**src/hw/rtl/assert_macros.svh**
```systemverilog
// Assertion macros shared by the source address counter RTL.
// Expects clk and rst_n in the scope of each use.
`ifndef ASSERT_MACROS_SVH
`define ASSERT_MACROS_SVH

// Check a property on every rising clock edge outside reset.
`define CHK_PROP(label, prop, msg) \
    label: assert property (@(posedge clk) disable iff (!rst_n) (prop)) else $error(msg);

// Check that a condition implies a consequence on the next clock edge.
`define CHK_NEXT(label, ante, cons, msg) \
    label: assert property (@(posedge clk) disable iff (!rst_n) (ante) |=> (cons)) \
        else $error(msg);

`endif

```
**src/hw/rtl/smpc_ram.sv**
```systemverilog
// Simple dual-port synchronous RAM, one write and one registered read port.
// Used for the address and count tables. No dependencies.
`default_nettype none

module smpc_ram #(
    parameter int DEPTH  = 64,
    parameter int WIDTH  = 48,
    parameter int ADDR_W = (DEPTH > 1) ? $clog2(DEPTH) : 1
) (
    input  wire logic              clk,
    input  wire logic              wr_en,
    input  wire logic [ADDR_W-1:0] wr_addr,
    input  wire logic [WIDTH-1:0]  wr_data,
    input  wire logic              rd_en,
    input  wire logic [ADDR_W-1:0] rd_addr,
    output logic      [WIDTH-1:0]  rd_data
);

    logic [WIDTH-1:0] mem [DEPTH];
    logic [WIDTH-1:0] rd_data_reg;

    always_ff @(posedge clk)
    begin
        if (wr_en)
        begin
            mem[wr_addr] <= wr_data;
        end
        if (rd_en)
        begin
            rd_data_reg <= mem[rd_addr];
        end
    end

    assign rd_data = rd_data_reg;

endmodule

`default_nettype wire

```
**config.mk**
```make
export PLATFORM = sky130hd
export DESIGN_NAME = smpc_ram
export DESIGN_NICKNAME = d
export VERILOG_FILES = /design/src/hw/rtl/assert_macros.svh /design/src/hw/rtl/smpc_ram.sv
export SDC_FILE = /design/constraint.sdc
export NUM_CORES = 2
export LEC_CHECK = 0
export ABC_CLOCK_PERIOD_IN_PS = 7700
export BUFFER_PORTS_ARGS = -buffer_cell sky130_fd_sc_hd__buf_2
export CAP_MARGIN = 10
export CELL_PAD_IN_SITES_DETAIL_PLACEMENT = 1
export CELL_PAD_IN_SITES_GLOBAL_PLACEMENT = 2
export CORE_AREA = 2 2 526 528
export CTS_CLUSTER_SIZE = 28
export DETAILED_ROUTE_END_ITERATION = 12
export DIE_AREA = 0 0 528 530
export GPL_ROUTABILITY_DRIVEN = 0
export PLACE_DENSITY = 0.71
export REMOVE_ABC_BUFFERS = 1
export SYNTH_ARGS = -nofsm -noshare
export SYNTH_HDL_FRONTEND = slang
export SYNTH_SLANG_ARGS = --single-unit
export TNS_END_PERCENT = 30
```
**constraint.sdc**
```tcl
create_clock -name clk -period 7.7 [get_ports clk]
set_input_delay 1.155 -clock clk [delete_from_list [all_inputs] [get_ports clk]]
set_output_delay 1.155 -clock clk [all_outputs]
set_load 0.02 [all_outputs]
```
### Word level (Yosys, flattened, before mapping)

Memory sizes are Yosys's and may differ from the RTL's. A register that Yosys moved wholly into a read port is not among the register bits.
Index checks and enable logic that the tools add are counted.

| operators by class | value |
|---|---|
| add/sub/neg operators | 0 |
| $mul | 0 |
| divide/modulo/power cells | 0 |
| order comparisons | 0 |
| equality and inequality tests | 0 |
| shift-type cells | 0 |
| mux-type cells | 2 |
| bitwise logic cells | 0 |
| reductions and logical operators | 0 |

Operators with widths:

| operator | count |
|---|---|
| $mux W1 | 2 |

| word-level totals | value |
|---|---|
| bits in registers | 0 |
| bits in latches | 0 |
| memory bits (writable) | 3,072 |
| memory bits (read-only) | 0 |
| memories kept | 1 |

Memory list:

| memory | depth | width | read ports | clocked after memory_dff | wr ports | line | source |
|---|---|---|---|---|---|---|---|
| mem | 64 | 48 | 1 | 1 | 1 | smpc_ram.sv:19 | `logic [WIDTH-1:0] mem [DEPTH];` |

### Logic depth before layout (Yosys ltp)

| depth | value |
|---|---|
| word-level depth | 2 |
| depth in mapped cells | 9 |
| gate-level depth less buffers | 5 |

### Least setup slack after synthesis

Ideal clock, no wire load.

| timing path | value |
|---|---|
| path kind | input to register |
| from | input wr_addr[3] |
| to | memory mem[48][0] (enable) |
| library setup time | 0.513 ns |
| data arrival time | 4.927 ns |
| required time | 7.187 ns |
| setup slack | 2.260 ns |
| stages on the path | 4 |
| buffers on the path | 1 |
| cells stage by stage | clkbuf_1 nor2b_1 nand4b_1 nor3_1 |

RTL lines:

| item | line | source |
|---|---|---|
| start, declared | smpc_ram.sv:12 | `input wire logic [ADDR_W-1:0] wr_addr,` |
| end, declared | smpc_ram.sv:19 |  |

No word-level cell before the write port.

==> summary.txt <==
Outcome
  – Status: complete, no violations

Finish
  – Fillers: 24100
  – Layout cells sized above 1: ~28%
  – Final core utilization: ~49%
  – Final net count: 5361
  – Synthesis-to-layout area growth: 13.42%
  – Max reg flops: a little over 3000
  – FF+latch area: roughly 94000 um^2
  – Multi-input combinational cell area: between 20000 and 25000 um^2

Clock tree
  – Clk Latency, worst-skew pair: between 0.8 and 0.9 ns
  – Register clock-pin slew on the reported worst setup and hold paths: approximately 0.060 ns
  – CTS tree: built
  – CTS max path bufs: 4
  – CTS Sinks: between 3000 and 4000
  – Post-CTS Hold Buffers: 0
  – CTS resizes: 0
  – CTS root buffer: clkbuf_16
  – H-tree depth: 5
  – CTS Buf Count: 329
  – Setup bufs post-CTS: 0

Setup path
  – Slowest stage delay, CP: a little under 0.9 ns
  – Worst Path Required: 8.26 ns
  – FF-to-FF Start: mem[11][38]
  – Setup crit start kind: input port
  – Critical path's slowest cell: a221oi_1
  – Critical Path Source: rd_addr[0]
  – Cell depth of the worst setup path: 6
  – WP buf/inv: 2
  – R2R setup slack: 5.21 ns
  – Worst Path Arrival: approximately 4.5 ns
  – Worst reg2reg endpoint: rd_data[38]
  – Worst path top cell family by delay: compound AO/OA/AOI/OAI gates
  – CP cell instances: buf_12 -> buf_12 -> mux4_2 -> a22o_1 -> a221oi_1 -> a221oi_1
  – Crit end category: register
  – Cell depth of the worst flop-to-flop path: 4
  – CP max FO: 78
  – Critical path class: input port to register

Pwr
  – Gate power share: roughly 4.6%
  – PD cells: between 200 and 300 nW/um^2
  – P_int: 0.02801 W
  – Register share of total power: between 50% and 60%
  – Clock Power Share: 42.4%
  – Worst VDD drop: around 0.00017 V
  – Static leakage: slightly above 40 nW
  – Switching part of the total: roughly 22%
  – Switch Pwr: between 0.007 and 0.008 W

Placement
  – Dpl hpwl: between 150 and 200 mm
  – PortBufs: 110

Die
  – Die W: approximately 530 um
  – Core ar.: around 270000 um^2
  – Cell row count: 193
  – Top-level port count: ~110
  – Area of the die: 279800 um^2
  – Initial core utilization: ~43%
  – Die H: around 530 um

Yosys
  – Warnings from Yosys: 0
  – FF+latch count, synth: approximately 3100
  – Post-synthesis sequential area ratio: around four fifths
  – Ys async rst share: 0%
  – Yosys top cell by area: edfxtp_1
  – Post-synthesis cell area: about 120000 um^2
  – Top post-synthesis cells by area: edfxtp_1 80%, mux4_2 14%, o22ai_1 0.65%
  – Library cells used by synthesis: 35
  – Number of instances in the synthesized netlist: 4970
  – Share of the synthesized area in the top cell type: between 70 and 80%
  – Post-synth EDFFs: between 3000 and 4000
  – Mean Syn Cell Area: ~24 um^2
  – Main synth FF type: edfxtp_1

STA
  – Fin. Hold Viols: 0
  – Max-slew violation count: 0
  – Fin crit period: approximately 4.0 ns
  – Worst-margin pin slew: about 1.4 ns
  – Achievable Freq: roughly 250 MHz
  – Final period utilization: 51.46%
  – Fin Clk Skew: between 0.05 and 0.06 ns
  – Setup TNS: 0 ns
  – Headroom to the max-slew limit: 7.419%
  – RSZ-0062 raised after global routing: false
  – Final setup fails: 0

Detailed routing
  – DR iter-0 viols: just over 7000
  – Via/cell ratio: ~6.2
  – Routed WL per cell: ~37 um
  – Post-route ant nets: 0
  – # DRC: 0
  – Final wirelength: 336.1 mm
  – Via count: 57240
  – DR pass1 iterations: 5

Global route
  – Grt total ovfl: 0
  – Initial antenna violation count: 24
  – Largest net degree at the start of global routing: ~110
  – First-pass GRT wire length: 472.2 mm
  – Total Routing Usage GR: around a quarter
  – Vias in the first global route: just under 60000

Hold path
  – Hold path startpoint: wr_data[20]
  – Worst Hold Class: input port to register
  – Hold path endpoint: mem[30][20]
  – WHS Path Cells: 1

Flow run
  – # Max-Cap Violations: 0
==> cell usage after synthesis (all sizes together), types with 12 or more instances <==
cell type  count
a22o          57
nor2b         24
a221oi        83
mux2i         63
o221ai        28
edfxtp      3120
mux4         754
a22oi         72
o22ai        122
nand2         55
nor2         132
a21oi         74
mux2          12
a211oi        32
buf          183
clkbuf        99
==> power by group through the flow <==
stage	clock network (W)	logic, W	registers (W)
floorplan	0	0.000693	0.0193
global placement	0	0.00162	0.0193
detailed placement	0	0.00165	0.0193
CTS	0.0154	0.00166	0.0189
global route	0.0160	0.00175	0.0189
finish	0.0152	0.00165	0.0189
==> per-layer routing <==
layer	GRT usage [%]	share of wire, %	up-vias
met5	0	0.023	-
met4	7.589	3.5	10
met3	3.830	8.0	575
met2	38.69	48	2702
met1	33.86	40	31740
li1	-	-	22220
==> cell usage in the layout, fill, tap and decap left out, types with 64 or more instances in the layout <==
cell	netlist	layout
buf_2	98	105
a21oi_1	74	74
a221oi_1	83	83
nor2_1	132	68
clkinv_1	0	83
mux4_2	754	754
buf_4	62	153
a22oi_1	72	72
o22ai_1	122	122
clkbuf_1	98	75
nor2_4	0	64
clkbuf_16	0	332
edfxtp_1	3120	3120
==> metrics by stage <==
stage	power (W)	instances	worst slack, ns	hold slack (ns)	cell area [um^2]
3_5_place_dp	0.02093	8572	2.808	0.9118	123200
6_report	0.03571	9174	3.737	0.6588	133400
3_3_place_gp	0.02088	8572	2.828	0.9063	123200
5_1_grt	0.03662	9171	3.616	0.6314	133400
2_1_floorplan	0.01996	4688	2.412	0.7869	116100
4_1_cts	0.03593	9163	3.808	0.8515	133300
==> area by class of cell <==
cell class	instances	share of cell area (%)
Sequential cell	3120	70.24
Antenna cell	9	0.01688
Clock inverter	184	1.149
Tap cell	3607	3.384
Multi-Input combinational cell	1568	17.20
Timing Repair Buffer	279	1.568
Clock buffer	407	6.440
==> cell families after synthesis <==
kind of cell           synth area share (%)
AO/OA/AOI/OAI                         3.012
buffers and inverters                 1.274
flip-flops                            79.67
multiplexers                          15.09
AND/OR/NAND/NOR                      0.9533
==> worst max path at each step <==
stage / to / slack [ns]
after floorplan: mem[48][0] / 2.41
after global placement: rd_data[38] / 2.83
final: rd_data[38] / 3.74
after detailed placement: rd_data[38] / 2.81
after global routing: rd_data[38] / 3.62
after CTS: rd_data[38] / 3.81
(Power assumes the default switching activity.)
