$ cat src/hw/rtl/assert_macros.svh
// Assertion macros shared by the source address counter RTL.
// Expects clk and rst_n in the scope of each use.
`ifndef ASSERT_MACROS_SVH
`define ASSERT_MACROS_SVH

// Check a property on every rising clock edge outside reset.
`define CHK_PROP(label, prop, msg) \
    label: assert property (@(posedge clk) disable iff (!rst_n) (prop)) else $error(msg);

// Check that a condition implies a consequence on the next clock edge.
`define CHK_NEXT(label, ante, cons, msg) \
    label: assert property (@(posedge clk) disable iff (!rst_n) (ante) |=> (cons)) \
        else $error(msg);

`endif

$ cat src/hw/rtl/smpc_pkg.sv
// Package for the source address packet counter: transaction types,
// command codes, controller states and default sizes. No dependencies.
`default_nettype none

package smpc_pkg;

    localparam int TABLE_ENTRIES_DEF = 64;
    localparam int COUNT_BITS_DEF    = 32;
    localparam int MAC_W             = 48;
    localparam int SLOT_W            = 6;
    localparam int OUT_COUNT_W       = 32;
    localparam int USED_W            = 7;
    localparam int USED_MAX          = 127;

    typedef enum logic [1:0] {
        CMD_COUNT = 2'd0,
        CMD_READ  = 2'd1,
        CMD_CLEAR = 2'd2
    } cmd_t;

    typedef enum logic [1:0] {
        ST_IDLE,
        ST_SCAN,
        ST_RDWAIT,
        ST_EMIT
    } state_t;

    typedef struct packed {
        logic [1:0]        command;
        logic [MAC_W-1:0]  src_mac;
        logic [SLOT_W-1:0] read_slot;
    } req_t;

    typedef struct packed {
        logic [SLOT_W-1:0]      entry_slot;
        logic [MAC_W-1:0]       entry_mac;
        logic [OUT_COUNT_W-1:0] entry_count;
        logic                   entry_valid;
        logic                   new_entry;
        logic                   table_full;
        logic [USED_W-1:0]      entries_used;
    } rsp_t;

endpackage

`default_nettype wire

$ cat src/hw/rtl/smpc_ctrl.sv
// Controller for the source address packet counter: command sequencing,
// table scan, count update, fill level and output register.
// Depends on smpc_pkg and assert_macros.svh.
`default_nettype none
`include "assert_macros.svh"

module smpc_ctrl #(
    parameter int TABLE_ENTRIES = smpc_pkg::TABLE_ENTRIES_DEF,
    parameter int COUNT_BITS    = smpc_pkg::COUNT_BITS_DEF,
    parameter int IDX_W         = (TABLE_ENTRIES > 1) ? $clog2(TABLE_ENTRIES) : 1
) (
    input  wire logic                         clk,
    input  wire logic                         rst_n,
    input  wire logic                         req_valid,
    output logic                              req_stall,
    input  wire smpc_pkg::req_t               req,
    output logic                              rsp_valid,
    input  wire logic                         rsp_stall,
    output smpc_pkg::rsp_t                    rsp,
    output logic                              mem_rd_en,
    output logic [IDX_W-1:0]                  mem_rd_addr,
    output logic [IDX_W-1:0]                  mem_wr_addr,
    output logic                              addr_wr_en,
    output logic [smpc_pkg::MAC_W-1:0]        addr_wr_data,
    input  wire logic [smpc_pkg::MAC_W-1:0]   addr_rd_data,
    output logic                              cnt_wr_en,
    output logic [COUNT_BITS-1:0]             cnt_wr_data,
    input  wire logic [COUNT_BITS-1:0]        cnt_rd_data
);

    localparam int LVL_W = $clog2(TABLE_ENTRIES + 1);

    smpc_pkg::state_t                state_reg, state_next;
    logic [LVL_W-1:0]                fill_reg, fill_next;
    logic [IDX_W-1:0]                chk_idx_reg, chk_idx_next;
    logic [smpc_pkg::MAC_W-1:0]      mac_reg, mac_next;
    logic [smpc_pkg::SLOT_W-1:0]     slot_reg, slot_next;
    smpc_pkg::rsp_t                  res_reg, res_next;
    smpc_pkg::rsp_t                  out_reg, out_next;
    logic                            out_valid_reg, out_valid_next;

    logic                            accept;
    logic                            out_free;
    logic                            fill_zero;
    logic                            has_room;
    logic                            rd_live;
    logic                            hit;
    logic                            last;
    logic                            do_miss;
    logic [smpc_pkg::MAC_W-1:0]      mac_cur;
    logic [COUNT_BITS-1:0]           cnt_inc;

    function automatic logic [smpc_pkg::USED_W-1:0] used_sat(input logic [LVL_W-1:0] lvl);
        return (32'(lvl) > 32'(smpc_pkg::USED_MAX)) ? smpc_pkg::USED_W'(smpc_pkg::USED_MAX)
                                                     : smpc_pkg::USED_W'(lvl);
    endfunction

    function automatic logic [smpc_pkg::OUT_COUNT_W-1:0] cnt_out(
        input logic [COUNT_BITS-1:0] c
    );
        logic [63:0] w;
        w = 64'(c);
        return (|w[63:32]) ? '1 : w[31:0];
    endfunction

    assign req_stall = (state_reg != smpc_pkg::ST_IDLE);
    assign accept    = req_valid && (state_reg == smpc_pkg::ST_IDLE);
    assign out_free  = !out_valid_reg || !rsp_stall;
    assign fill_zero = (fill_reg == '0);
    assign has_room  = (32'(fill_reg) < 32'(TABLE_ENTRIES));
    assign rd_live   = (32'(req.read_slot) < 32'(fill_reg));
    assign hit       = (addr_rd_data == mac_reg);
    assign last      = ((32'(chk_idx_reg) + 32'd1) == 32'(fill_reg));
    assign mac_cur   = (state_reg == smpc_pkg::ST_IDLE) ? req.src_mac : mac_reg;
    assign cnt_inc   = (cnt_rd_data == '1) ? cnt_rd_data : cnt_rd_data + COUNT_BITS'(1);

    assign rsp_valid = out_valid_reg;
    assign rsp       = out_reg;

    // next state
    always_comb
    begin
        state_next = state_reg;
        case (state_reg)
            smpc_pkg::ST_IDLE:
            begin
                if (req_valid)
                begin
                    case (req.command)
                        smpc_pkg::CMD_COUNT:
                            state_next = fill_zero ? smpc_pkg::ST_EMIT : smpc_pkg::ST_SCAN;
                        smpc_pkg::CMD_READ:
                            state_next = rd_live ? smpc_pkg::ST_RDWAIT : smpc_pkg::ST_EMIT;
                        default:
                            state_next = smpc_pkg::ST_EMIT;
                    endcase
                end
            end
            smpc_pkg::ST_SCAN:
            begin
                if (hit || last)
                begin
                    state_next = smpc_pkg::ST_EMIT;
                end
            end
            smpc_pkg::ST_RDWAIT:
                state_next = smpc_pkg::ST_EMIT;
            smpc_pkg::ST_EMIT:
            begin
                if (out_free)
                begin
                    state_next = smpc_pkg::ST_IDLE;
                end
            end
            default:
                state_next = smpc_pkg::ST_IDLE;
        endcase
    end

    // memory control, table update and result formation
    always_comb
    begin
        fill_next      = fill_reg;
        chk_idx_next   = chk_idx_reg;
        mac_next       = mac_reg;
        slot_next      = slot_reg;
        res_next       = res_reg;
        mem_rd_en      = 1'b0;
        mem_rd_addr    = chk_idx_reg;
        mem_wr_addr    = IDX_W'(fill_reg);
        addr_wr_en     = 1'b0;
        addr_wr_data   = mac_cur;
        cnt_wr_en      = 1'b0;
        cnt_wr_data    = COUNT_BITS'(1);
        do_miss        = 1'b0;

        case (state_reg)
            smpc_pkg::ST_IDLE:
            begin
                if (accept)
                begin
                    mac_next  = req.src_mac;
                    slot_next = req.read_slot;
                    case (req.command)
                        smpc_pkg::CMD_COUNT:
                        begin
                            if (fill_zero)
                            begin
                                do_miss = 1'b1;
                            end
                            else
                            begin
                                mem_rd_en    = 1'b1;
                                mem_rd_addr  = '0;
                                chk_idx_next = '0;
                            end
                        end
                        smpc_pkg::CMD_READ:
                        begin
                            if (rd_live)
                            begin
                                mem_rd_en   = 1'b1;
                                mem_rd_addr = IDX_W'(req.read_slot);
                            end
                            else
                            begin
                                res_next              = '0;
                                res_next.entry_slot   = req.read_slot;
                                res_next.entries_used = used_sat(fill_reg);
                            end
                        end
                        smpc_pkg::CMD_CLEAR:
                        begin
                            fill_next = '0;
                            res_next  = '0;
                        end
                        default:
                        begin
                            res_next              = '0;
                            res_next.entries_used = used_sat(fill_reg);
                        end
                    endcase
                end
            end
            smpc_pkg::ST_SCAN:
            begin
                if (hit)
                begin
                    cnt_wr_en             = 1'b1;
                    mem_wr_addr           = chk_idx_reg;
                    cnt_wr_data           = cnt_inc;
                    res_next.entry_slot   = smpc_pkg::SLOT_W'(chk_idx_reg);
                    res_next.entry_mac    = mac_reg;
                    res_next.entry_count  = cnt_out(cnt_inc);
                    res_next.entry_valid  = 1'b1;
                    res_next.new_entry    = 1'b0;
                    res_next.table_full   = 1'b0;
                    res_next.entries_used = used_sat(fill_reg);
                end
                else if (last)
                begin
                    do_miss = 1'b1;
                end
                else
                begin
                    mem_rd_en    = 1'b1;
                    mem_rd_addr  = chk_idx_reg + IDX_W'(1);
                    chk_idx_next = chk_idx_reg + IDX_W'(1);
                end
            end
            smpc_pkg::ST_RDWAIT:
            begin
                res_next.entry_slot   = slot_reg;
                res_next.entry_mac    = addr_rd_data;
                res_next.entry_count  = cnt_out(cnt_rd_data);
                res_next.entry_valid  = 1'b1;
                res_next.new_entry    = 1'b0;
                res_next.table_full   = 1'b0;
                res_next.entries_used = used_sat(fill_reg);
            end
            default:
            begin
            end
        endcase

        // append a new address, or flag a full table
        if (do_miss)
        begin
            res_next = '0;
            if (has_room)
            begin
                addr_wr_en            = 1'b1;
                cnt_wr_en             = 1'b1;
                mem_wr_addr           = IDX_W'(fill_reg);
                fill_next             = fill_reg + LVL_W'(1);
                res_next.entry_slot   = smpc_pkg::SLOT_W'(fill_reg);
                res_next.entry_mac    = mac_cur;
                res_next.entry_count  = smpc_pkg::OUT_COUNT_W'(1);
                res_next.entry_valid  = 1'b1;
                res_next.new_entry    = 1'b1;
                res_next.entries_used = used_sat(fill_reg + LVL_W'(1));
            end
            else
            begin
                res_next.table_full   = 1'b1;
                res_next.entries_used = used_sat(fill_reg);
            end
        end
    end

    // output register
    always_comb
    begin
        out_next       = out_reg;
        out_valid_next = out_valid_reg;
        if (out_valid_reg && !rsp_stall)
        begin
            out_valid_next = 1'b0;
        end
        if ((state_reg == smpc_pkg::ST_EMIT) && out_free)
        begin
            out_next       = res_reg;
            out_valid_next = 1'b1;
        end
    end

    always_ff @(posedge clk or negedge rst_n)
    begin
        if (!rst_n)
        begin
            state_reg     <= smpc_pkg::ST_IDLE;
            fill_reg      <= '0;
            out_valid_reg <= 1'b0;
        end
        else
        begin
            state_reg     <= state_next;
            fill_reg      <= fill_next;
            out_valid_reg <= out_valid_next;
        end
    end

    always_ff @(posedge clk)
    begin
        chk_idx_reg <= chk_idx_next;
        mac_reg     <= mac_next;
        slot_reg    <= slot_next;
        res_reg     <= res_next;
        out_reg     <= out_next;
    end

    `CHK_PROP(a_fill_bound, 32'(fill_reg) <= 32'(TABLE_ENTRIES), "fill level beyond table size")
    `CHK_PROP(a_rd_live, !mem_rd_en || (32'(mem_rd_addr) < 32'(fill_reg)), "read of a dead slot")
    `CHK_PROP(a_wr_bound, !cnt_wr_en || (32'(mem_wr_addr) <= 32'(fill_reg)), "write past fill level")
    `CHK_NEXT(a_append, addr_wr_en, fill_reg == $past(fill_reg) + LVL_W'(1), "append lost")
    `CHK_PROP(a_out_src, !$rose(out_valid_reg) || ($past(state_reg) == smpc_pkg::ST_EMIT), "result out of order")

endmodule

`default_nettype wire

$ cat config.mk
export PLATFORM = sky130hd
export DESIGN_NAME = smpc_ctrl
export DESIGN_NICKNAME = d
export VERILOG_FILES = /design/src/hw/rtl/smpc_pkg.sv /design/src/hw/rtl/smpc_ctrl.sv
export VERILOG_INCLUDE_DIRS = /design/src /design/src/hw/rtl
export SDC_FILE = /design/constraint.sdc
export NUM_CORES = 1
export LEC_CHECK = 0
export ABC_AREA = 0
export BUFFER_PORTS_ARGS = -buffer_cell sky130_fd_sc_hd__buf_2
export CORE_UTILIZATION = 45
export DETAILED_ROUTE_END_ITERATION = 16
export GPL_TIMING_DRIVEN = 0
export PLACE_DENSITY = 0.7
export RECOVER_POWER = 100
export SLEW_MARGIN = 0
export SYNTH_ARGS = -nofsm -noshare
export SYNTH_HDL_FRONTEND = slang
export SYNTH_SLANG_ARGS = --single-unit
$ cat constraint.sdc
create_clock -name clk -period 14.5 [get_ports clk]
set_clock_uncertainty 0.05 [all_clocks]
set_input_delay 0.725 -clock clk [delete_from_list [all_inputs] [get_ports clk]]
set_output_delay 0.725 -clock clk [all_outputs]
set_load 0.01 [all_outputs]
* Yosys cells after proc, flatten, opt, wreduce, memory -nomap -nowiden
Index checks and enable logic that the tools add are counted.
** Word-level totals
- Bits in latches :: 0
- Bits in writable memories :: 0
- Logic and storage cells :: 121
- Bits in registers :: 262
- Memories kept :: 0
- ROM bits :: 0
- Input port bits :: 140
** Operators by class
- $lt $le $gt $ge :: 2
- Add/subtract/negate cells :: 4
- Muxes and demuxes :: 60
- Bitwise logic cells :: 0
- Reductions and logical operators :: 18
- Equality and inequality tests :: 17
- Divide/modulo/power cells :: 0
- Shift operators :: 0
- $mul :: 0
** Operators by type and width (count)
- $pmux 96 s3 :: 2
- $mux 96 :: 4
- $mux 32 :: 3
- $mux 88 :: 1
- $mux 6 :: 11
- $eq 48x48->1 :: 1
- $mux 48 :: 1
- $mux 7 :: 6
- $pmux 6 s2 :: 3
- $add 32x1->32 const B :: 1
- $eq 32x32->1 const B :: 1
- $mux 1 :: 20
- $ne 3x3->1 const B :: 3
- $mux 2 :: 4
- $ne 2x2->1 const B :: 4
- $pmux 2 s4 :: 1
- $add 6x1->7 const B :: 1
- $add 7x1->7 const B :: 1
- $eq 7x7->1 :: 1
- $logic_not 7->1 :: 1
- $lt 6x7->1 :: 1
- $lt 7x7->1 const B :: 1
- $add 6x1->6 const B :: 1
- $eq 2x2->1 const B :: 3
- 14 further kinds :: 25

* Depth between registers and ports, before layout
- Depth in word-level cells :: 7
- Gate-level depth with buffers :: 12

* Worst setup path before layout
Ideal clock, no wire load.
- Kind :: input-to-reg
- Start point :: in rsp_stall
- End point :: reg out_reg, in the netlist rsp[0], enable pin
- Path slack :: 6.100 ns
- Arrival time :: 7.652 ns
- Stages on the path :: 1
- Library setup time :: 0.697 ns
- Path through :: a21boi_0
** On the way
- Longest elaborated chain between the ends :: 3
** Ends and longest elaborated chain
- start, declared :: RTL line smpc_ctrl.sv:18 : input wire logic rsp_stall,
- $logic_not 1->1 :: RTL line smpc_ctrl.sv:68 : assign out_free = !out_valid_reg || !rsp_stall;
- $logic_or 1x1->1 :: RTL line smpc_ctrl.sv:68
- $logic_and 1x1->1 :: RTL line smpc_ctrl.sv:260 : if ((state_reg == smpc_pkg::ST_EMIT) && out_free)
- end signal, assigned :: RTL line smpc_ctrl.sv:289 : out_reg <= out_next;
- end, declared :: RTL line smpc_ctrl.sv:39 : smpc_pkg::rsp_t out_reg, out_next;
No other way between the ends.
A chain may end at the register's enable or synchronous reset.

* Worst setup path in the final report
- Start point :: reg state_reg[0]
- End point :: reg res_reg[71] in the netlist's numbering, enable pin
** On the way
- Longest elaborated chain between the ends :: 6
- Elaborated cells between the ends (all ways) :: 12
- Those cells by class :: eq/ne (6); mux (2); reduce/logical (4)
** Ends and longest elaborated chain
- start, declared :: RTL line smpc_ctrl.sv:33 : smpc_pkg::state_t state_reg, state_next;
- start signal, assigned :: RTL line smpc_ctrl.sv:271 : state_reg <= smpc_pkg::ST_IDLE;
- start signal, assigned :: RTL line smpc_ctrl.sv:277 : state_reg <= state_next;
- $logic_not 2->1 :: RTL line smpc_ctrl.sv:67, smpc_ctrl.sv:137
- $logic_and 1x1->1 :: RTL line smpc_ctrl.sv:67 : assign accept = req_valid && (state_reg == smpc_pkg::ST_IDLE);
- $mux 1 :: RTL line smpc_ctrl.sv:140 : if (accept)
- $pmux 1 s2 :: RTL line smpc_ctrl.sv:137 : case (state_reg)
- $ne 4x4->1 (no source line) (tied with other cells)
- $reduce_and 5->1 (no source line) *
- end signal, assigned :: RTL line smpc_ctrl.sv:288 : res_reg <= res_next;
- end, declared :: RTL line smpc_ctrl.sv:38 : smpc_pkg::rsp_t res_reg, res_next;
Mark *: on every way between the ends. The rest lies on a longest branch, timed or not.

==> metrics <==
most common cell after layout, fill and taps aside clkbuf_1; critical path launch point state_reg[0]; number of synthesized flops with an enable pin 252; Worst R2R End res_reg[71]; worst vdd ir 0.000147 V; critical path required time 14.59 ns; final hold slack 0.320 ns; Syn. warnings 0; Synthesized Nets 1166; Yosys cell types 65; WL/cell 23.2 um; R2R setup slack 6.40 ns; Routed Antenna Nets 0; Worst-path clk slew 0.07 ns; TritonCTS Buffers 28; Tcrit/Tclk final 0.558; core box area 28000 um2; global-route wire length before repair 59400 um; setup repair after global routing missed its margin false; Post-DP HPWL 30300 um; crit path capture type flop; crit-path max FO 56; fraction of registers with async set/reset 0.0382; Total Routed Length 41100 um; Leakage 5.51 nW; dpl cells 1719; Max Cap Viol 5; WHS Endpoint mac_reg[36]; Yosys reg bits 262; Crit path arrival time 8.19 ns; post-synth top area cell edfxtp_1; GRT overflow 0; Area Growth Syn to Fin 21.9%; FILL cells 2505; Syn Inst Count 1008; r2r startpoint state_reg[0]; Seq/Total Area, Yosys 0.604; top cell type's share of synthesized area 0.585; Startpoint Class flop; Starting Density 0.462; hold path startpoint req[42]; vias in the first global route 9921; initial antenna violation count 3; CTS tree done; syn avg cell area 12.8 um2; DR vias/cell 5.82; mapped cell area 12900 um2; final weighted congestion in routability-driven placement 0.904; worst-margin pin slew 2.94 ns; Layout Nets 1530; most frequent cells in the layout 257 x clkbuf_1, 252 x edfxtp_1, 148 x buf_2, 67 x xnor2_1, 58 x nor2_1; Synth area leaders edfxtp_1 58%, mux2_2 4.8%, xnor2_1 4.5%; num rows 61; Die Wd 172 um; Ports 333; H-tree Lvls 1; Residual DRC 0; Tot Pwr 0.00351 W; largest net degree at the start of global routing 57; Die Ht 172 um; pwr dens 222 nW/um2; Setup violations, final 0; Post-Layout Inst Area 15800 um2; Fmax 123 MHz; final cell count without fillers 1774; initial detailed-routing violation count 1003; Clock Path Buffers 3; slew margin rel. -0.973; failing checks capacitance limit, slew limit; die footprint 29400 um2; R2R depth 12; layout cells sized above 1 0.157; number of I/O port buffers 325; Final Max Slew Viols 128; Final Hold Viols 0; post-layout min period 8.10 ns; Post-DP Area 15300 um2; DR vias 10.3k; TritonRoute pass-1 iters 5; Hold Path Cell Cnt 1; Root Buffer clkbuf_16; clk sink count 262; setup TNS 0 ns; Min-Delay Path Class input pin to flop; Tot GR Track Use 0.272; status complete, but fails checks; postcts setup bufs 0; dominant synthesized flop cell edfxtp_1; CP Class flop to flop; Clk Latency, worst-skew pair 0.55 ns; post-CTS sizing 0
==> metal layers <==
layer,vias to the layer above,global-route usage,routed length (um)
met5,-,0,15
met4,2,0.104,1590
met3,96,0.0467,3480
met2,568,0.461,19600
met1,5009,0.348,16400
li1,4654,-,-
==> synthesized netlist by cell type, types with 18 or more instances <==
library cell,number
edfxtp_1,252
xnor2_1,67
nor2_1,58
mux2_2,55
nand2_1,54
a22oi_1,53
o2bb2ai_1,48
clkbuf_1,42
a21oi_1,39
nand3_1,33
o21ai_0,26
buf_2,24
inv_1,21
nand4_1,20
xor2_1,19
ha_1,18
==> worst max-delay path, stage by stage, from the launching register on <==
cell and delay (ns):
dfrtp_1 0.40, inv_1 0.15, ha_1 0.17, clkbuf_1 0.40, nand2_1 0.22, clkinvlp_2 1.71, nand2_1 0.23, nor2_1 0.30
a21oi_1 0.15, clkbuf_1 0.33, a21oi_1 1.29, clkbuf_1 0.97, clkbuf_1 1.28
==> area by class of cell <==
class	instances	area, um2	area share
Timing Repair Buffer	334	1430	0.0906
Inverter	23	87.6	0.00555
Clock buffer	35	748	0.0474
Clock inverter	16	211	0.0134
Antenna cell	3	7.51	0.000476
Tap cell	378	473	0.0300
Sequential cell	262	7820	0.495
Multi-Input combinational cell	654	4720	0.299
Buffer	69	283	0.0179
==> power by group <==
| part | internal, W | total, W | switching [W] |
|---|---|---|---|
| Combinational | 0.000381 | 0.00134 | 0.000954 |
| Clock | 0.000454 | 0.000753 | 0.000299 |
| Sequential | 0.00131 | 0.00142 | 0.000104 |
| Total | 0.00215 | 0.00351 | 0.00136 |
==> cell families (layout without fill, tap and decap cells) <==
kind of cell	Yosys count	count (layout)	synth area share
other	0	3	0
adders and majority gates	18	18	0.0174
xor gates and xnor gates	86	86	0.0582
AOI/OAI and AO/OA	243	243	0.139
muxes	62	62	0.0533
DFF	262	262	0.604
buffers and inverters	92	477	0.0296
and+or+nand+nor	245	245	0.0984
==> per-stage QoR <==
| stage | worst slack (ns) | util |
|---|---|---|
| CTS | 9.58 | 0.579 |
| global route | 5.90 | 0.563 |
| finish | 6.40 | 0.563 |
| detailed placement | 9.91 | 0.544 |
| floorplan | 6.10 | - |
| global placement | 1.66 | 0.537 |
==> how the worst max path moves through the flow <==
stage | end | slack [ns]
2_1_floorplan | rsp[0] | 6.10
3_3_place_gp | rsp[68] | 1.66
3_5_place_dp | cnt_wr_data[10] | 9.91
4_1_cts | mem_wr_addr[0] | 9.58
5_1_grt | res_reg[71] | 5.90
6_report | res_reg[71] | 6.40
==> what timing repair did <==
item                                    in CTS  in global routing
endpoints found under the setup margin       0                  0
hold endpoints to repair                     9                  0
hold buffers                                 1                  0
Note: power is estimated with default switching activity, not from simulation.
